`config.mk`:
```
export PLATFORM = sky130hd
export DESIGN_NAME = cis_div
export DESIGN_NICKNAME = d
export VERILOG_FILES = /design/src/rtl/cis_pkg.sv /design/src/rtl/cis_div.sv
export SDC_FILE = /design/constraint.sdc
export NUM_CORES = 1
export LEC_CHECK = 0
export ABC_CLOCK_PERIOD_IN_PS = 3900
export BUFFER_PORTS_ARGS = -buffer_cell sky130_fd_sc_hd__buf_2
export CAP_MARGIN = 5
export CORE_ASPECT_RATIO = 2
export CORE_UTILIZATION = 41
export CTS_CLUSTER_DIAMETER = 80
export DETAILED_ROUTE_END_ITERATION = 6
export PLACE_DENSITY = 0.62
export SETUP_SLACK_MARGIN = 0.1
export SYNTH_ARGS = -nofsm -noshare
export SYNTH_HDL_FRONTEND = slang
export SYNTH_SLANG_ARGS = --single-unit
```
`constraint.sdc`:
```
create_clock -name aclk -period 3.9 [get_ports aclk]
set_input_delay 0.39 -clock aclk [delete_from_list [all_inputs] [get_ports aclk]]
set_output_delay 0.39 -clock aclk [all_outputs]
set_load 0.05 [all_outputs]
```
`src/rtl/cis_pkg.sv`:
```
package cis_pkg;

    localparam int NUM_W = 52;
    localparam int DEN_W = 33;
    localparam int DIV_CNT_W = 6;
    localparam int ACC_W = 50;
    localparam int PROD_W = 64;
    localparam int SPLIT_W = 26;

    localparam logic CMD_WRITE = 1'b0;
    localparam logic CMD_CONTACT = 1'b1;

    localparam logic SIDE_A = 1'b0;
    localparam logic SIDE_B = 1'b1;

    typedef enum logic [3:0] {
        ST_CLEAR,
        ST_IDLE,
        ST_RDA,
        ST_RDB,
        ST_LATB,
        ST_DOT,
        ST_CHECK,
        ST_NUM,
        ST_DIV,
        ST_MUL0,
        ST_MUL1,
        ST_KICK,
        ST_WRITE,
        ST_EMIT,
        ST_RERD,
        ST_RELAT
    } state_t;

    typedef struct packed {
        logic [31:0] inv_mass;
        logic [31:0] vel_z;
        logic [31:0] vel_y;
        logic [31:0] vel_x;
    } body_t;

endpackage

```
`src/rtl/cis_div.sv`:
```
module cis_div
    import cis_pkg::*;
(
    input  logic             aclk,
    input  logic             aresetn,
    input  logic             start,
    input  logic [NUM_W-1:0] num,
    input  logic [DEN_W-1:0] den,
    output logic             done,
    output logic [NUM_W-1:0] quot
);

    logic [NUM_W-1:0]     q_reg;
    logic [DEN_W-1:0]     rem_reg;
    logic [DIV_CNT_W-1:0] cnt_reg;
    logic                 busy_reg;
    logic                 done_reg;
    logic [DEN_W:0]       rem_sh;
    logic [DEN_W:0]       rem_sub;
    logic                 fits;

    assign rem_sh  = {rem_reg, q_reg[NUM_W-1]};
    assign rem_sub = rem_sh - {1'b0, den};
    assign fits    = rem_sh >= {1'b0, den};

    always_ff @(posedge aclk) begin
        if (!aresetn) begin
            busy_reg <= 1'b0;
            done_reg <= 1'b0;
            cnt_reg  <= '0;
        end else begin
            done_reg <= busy_reg && (cnt_reg == DIV_CNT_W'(1));
            if (start) begin
                busy_reg <= 1'b1;
                cnt_reg  <= DIV_CNT_W'(NUM_W);
            end else if (busy_reg) begin
                cnt_reg <= cnt_reg - DIV_CNT_W'(1);
                if (cnt_reg == DIV_CNT_W'(1)) begin
                    busy_reg <= 1'b0;
                end
            end
        end
    end

    always_ff @(posedge aclk) begin
        if (start) begin
            q_reg   <= num;
            rem_reg <= '0;
        end else if (busy_reg) begin
            if (fits) begin
                rem_reg <= rem_sub[DEN_W-1:0];
                q_reg   <= {q_reg[NUM_W-2:0], 1'b1};
            end else begin
                rem_reg <= rem_sh[DEN_W-1:0];
                q_reg   <= {q_reg[NUM_W-2:0], 1'b0};
            end
        end
    end

    assign done = done_reg;
    assign quot = q_reg;

endmodule

```
-- Word level (Yosys, flattened, before mapping)
Cells that the tools add are included.
- register bits after elaboration: 93
- word-level logic and storage cells: 23
- add/sub/neg operators: 2
- magnitude comparators: 1
- equal/unequal tests: 1
- mux-type cells: 9
- bitwise logic cells: 1
- reduce and logical (&&, ||, !) cells: 3
- operators by type and width (operator ; number):
    52-bit two-way mux ; 2
    34-bit by 33-bit >= comparator with 1-bit output ; 1
    33-bit two-way mux ; 1
    33-bit subtractor ; 1
    6-bit two-way mux ; 2
    6-bit by 1-bit == test with 1-bit output (second input constant) ; 1
    6-bit by 1-bit subtractor with 6-bit output (second input constant) ; 1
    1-bit two-way mux ; 4
    2-bit nonzero test ; 1
    2-bit OR reduction ; 1
    1-bit logical AND ; 1
    1-bit NOT ; 1

-- Logic depth before layout (Yosys ltp)
- word-level depth: 4
- gate-level depth with buffers: 14

-- Least setup slack after synthesis
No wires, ideal clock.
- kind: reg-to-reg
- start point: register q_reg[51] (netlist: quot[51])
- end point: register rem_reg[28]
- setup time: 0.088 ns
- arrival time: 3.241 ns
- data required time: 3.812 ns
- path slack: 0.571 ns
- cell stages (with the launch flop): 13
- path buffers: 0
- period minus slack after synthesis: 3.329 ns
- path through: edfxtp_1 inv_1 ha_1 inv_1 fa_1 a21o_1 a221o_1 o2bb2ai_2 o21ai_4 a22oi_2 or4b_1 a31o_1 a311oi_2
- word-level cells in the longest chain between the ends: 2
- elaborated cells between the ends (all ways): 3
- classes of those cells: add/sub (1); order compare (1); mux (1)
- RTL lines (item ; RTL line ; text):
    from (decl) ; cis_div.sv:13 ; logic [NUM_W-1:0] q_reg;
    from (signal assigned) ; cis_div.sv:47 ; q_reg <= num;
    from (signal assigned) ; cis_div.sv:52 ; q_reg <= {q_reg[NUM_W-2:0], 1'b1};
    from (signal assigned) ; cis_div.sv:55 ; q_reg <= {q_reg[NUM_W-2:0], 1'b0};
    33-bit subtractor or 34-bit by 33-bit >= comparator with 1-bit output (tied branches) ; cis_div.sv:23, cis_div.sv:24 ;
    33-bit two-way mux * ; cis_div.sv:50 ; if (fits) begin
    to (signal assigned) ; cis_div.sv:51 ; rem_reg <= rem_sub[DEN_W-1:0];
    to (signal assigned) ; cis_div.sv:54 ; rem_reg <= rem_sh[DEN_W-1:0];
    to (decl) ; cis_div.sv:14 ; logic [DEN_W-1:0] rem_reg;
Every way passes the cells marked *; elsewhere a longest branch is shown, timed or not.
A chain may end at the register's enable or synchronous reset.

-- Worst setup path after layout
- start point: register q_reg[51] (netlist: quot[51])
- end point: register rem_reg[8]
Same word-level chain as after synthesis.

==> impl_metrics.csv <==
group,metric,value,unit
status,outcome,"complete, no violations",
synthesis,synthCells,621,
die,fp.dieH,174,um
synthesis,synth_ff_type,"edfxtp_1",
synthesis,yosys.area_share.xor_xnor,0.0447,
critical_path,crit_type,"flip-flop to flip-flop",
sta,fin_crit,3.49,ns
synthesis,synth_fa_ha_area_frac,0.0755,
sta,slew_headroom,0.295,
synthesis,yosys-mux-area-fraction,0.131,
synthesis,synth_async_sr_flop_share,0,
sta,report.final.setup_viol,0,
sta,whs,0.326,ns
synthesis,yosys.area_share.simple,0.131,
place,placedCellCount,921,
place,dp_slack,0.408,ns
finish,fin_util,0.496,
synthesis,synth_area_leader_cell,"edfxtp_1",
critical_path,rr_startpoint,"quot[51]$_DFFE_PP_",
place,dpl-instance-area,0.00690,mm2
sta,final_hold_viol_count,0,
place,hpwl,11700,um
global_routing,antenna_found_initial,0,
critical_path,endpoint_kind,"flip-flop",
drt,wl_per_cell,16.5,um
drt,drt_iter0_markers,195,
clock_network,cts_sinks,93,
pwr,ir_worst_vdd,0.249,mV
clock_network,cts_tree,"done",
finish,fillCellCount,1393,
die,dieArea,0.0153,mm2
critical_path,crit_path_max_fanout,28,
synthesis,synth_top_family_by_area,"compound AO/OA/AOI/OAI gates",
global_routing,grt_first_pass_wirelength,24400,um
pwr,power,2.98,mW
pwr,power.leakage,3.20,nW
global_routing,grt_max_degree,83,
pwr,cellPowerDensity,416,mW/mm2
synthesis,ys_seq_area_frac,0.393,
drt,viasPerCell,5.46,
finish,final_common_cell,"buf_2",
synthesis,yosys.cell_types.count,65,
finish,diodes,0,
finish,drive_above_1_share,0.299,
synthesis,synth_nets,745,
critical_path,crit_path_start_kind,"flip-flop",
place,place.gp.congestion,0.924,
clock_network,cts_resized,0,
die,start_util,0.421,
drt,drc,0,
sta,fin_crit_sh,0.894,
sta,fin_worst_skew,0.00946,ns
drt,drtAntennaViolNets,0,
synthesis,yosys.area.top_type_share,0.257,
finish,stdcell_area,0.00716,mm2
clock_network,clock_latency,0.35,ns
sta,worst_pin_slew,1.06,ns
synthesis,syn_avg_cell_area,9.77,um2
sta,slew_viol_final,0,
hold_path,hp-class,"primary input to flip-flop",
synthesis,synth_compound_area_frac,0.170,
critical_path,r2r-end,"rem_reg[8]$_SDFFE_PP0P_",
critical_path,crit_start,"quot[51]$_DFFE_PP_",
critical_path,arrival,3.68,ns
clock_network,clkTransAtPathRegs,0.07,ns
synthesis,synthTopCellsByArea,"edfxtp_1 (26%), dfxtp_1 (14%), mux2_2 (9.5%), ha_1 (7.2%), mux2i_1 (3.6%)",
global_routing,grt_overflow,0,
finish,final_cell_mix,"buf_2 (140), edfxtp_1 (52), mux2_2 (51)",
critical_path,cp.required,4.09,ns
die,die_w,88.0,um
global_routing,grtUsageTotal,0.206,
drt,finalWirelength,15400,um
global_routing,grt_pass1_vias,5175,
drt,vias,5114,
sta,fmax,0.287,GHz
sta,rsz0062_at_grt,"no",
synthesis,synth-seq-cells,93,
clock_network,htree_levels,3,
die,num_io_pins,141,
synthesis,ys_warn_count,0,
clock_network,cts_setup_buffers,0,
finish,area_delta_synth_final,18.0,%
clock_network,cts_root_buf,"clkbuf_16",
die,row_count,62,
job,drv_cap,0,
synthesis,synth_edf_count,52,
critical_path,endpoint,"rem_reg[8]$_SDFFE_PP0P_",
die,core,0.0144,mm2
critical_path,r2r_setup_slack,0.41,ns
finish,nets,864,
finish,final_cells,937,
clock_network,cts_buffer_depth,2,
critical_path,r2r_cells,13,
synthesis,syn-cell-area,0.00607,mm2
finish,largest_register_ffs,52,
clock_network,cts_hold_buf,0,
sta,fin_tns_setup,0,ns
drt,drt-pass1-iter-count,4,
place,place.port_buffers,140,
sta,fin_ws,0.413,ns
clock_network,cts_buffers,9,
## report_power, final
part	switching, mW	internal (mW)	leakage (nW)
Clock	0.381	0.434	0.128
Combinational	0.613	0.350	2.21
Sequential	0.0567	1.15	0.861
## cell usage after synthesis, drive strengths merged, types with 4 or more instances
cell    count
a211oi     27
a21o       13
a21oi      33
a311oi      6
and3        7
buf        13
clkbuf     25
dfxtp      41
edfxtp     52
ha         35
inv        44
mux2       51
mux2i      22
nand2      40
nand2b      4
nand3      17
nand3b      5
nand4       6
nor2       48
nor2b       6
nor3       12
o21a        7
o21ai      20
o311ai      4
o31ai       4
or3         4
xnor2      20
xor2       11
## cells by family after synthesis
group / count (synthesis)
xor gates and xnor gates: 31
DFF: 93
adders and majority gates: 36
and+or+nand+nor: 163
AOI/OAI and AO/OA: 143
buffers and inverters: 82
muxes: 73
## worst min path at each step
stage	from	endpoint	slack, ns	cells after the start
after global placement	rem_reg[16]$_SDFFE_PP0P_	rem_reg[16]$_SDFFE_PP0P_	0.47	2
after CTS	aresetn	done$_SDFF_PN0_	0.32	3
after floorplan	rem_reg[2]$_SDFFE_PP0P_	rem_reg[2]$_SDFFE_PP0P_	0.45	2
after global routing	aresetn	cnt_reg[2]$_SDFFE_PN0P_	0.34	2
after detailed placement	rem_reg[16]$_SDFFE_PP0P_	rem_reg[16]$_SDFFE_PP0P_	0.48	2
final	aresetn	done$_SDFF_PN0_	0.33	3
## worst max-delay path, stage by stage (launching register included)
cell and delay, ns:
edfxtp_1 0.41, inv_1 0.08, ha_1 0.18, inv_1 0.06
fa_1 0.39, a21o_1 0.21, a221o_1 0.36, o2bb2ai_2 0.20
o21a_1 0.21, o21ai_1 0.19, o41a_2 0.48, buf_12 0.26
mux2i_1 0.21, a211oi_1 0.09
## final cells by class
type | instances | area [um2] | share of cell area
multi-input combinational | 446 | 3350 | 0.467
sequential | 93 | 2380 | 0.333
timing repair buffer | 146 | 758 | 0.106
tap | 192 | 240 | 0.0335
clock buffer | 11 | 233 | 0.0325
inverter | 44 | 165 | 0.0231
clock inverter | 5 | 35.0 | 0.00489
## layer usage
layer,vias up,part of all wire,global-route usage
met4,0,0.042,0.117
li1,2522,-,-
met3,41,0.052,0.0347
met2,171,0.54,0.396
met1,2380,0.36,0.195
met5,-,0,0
(Power assumes the default switching activity.)
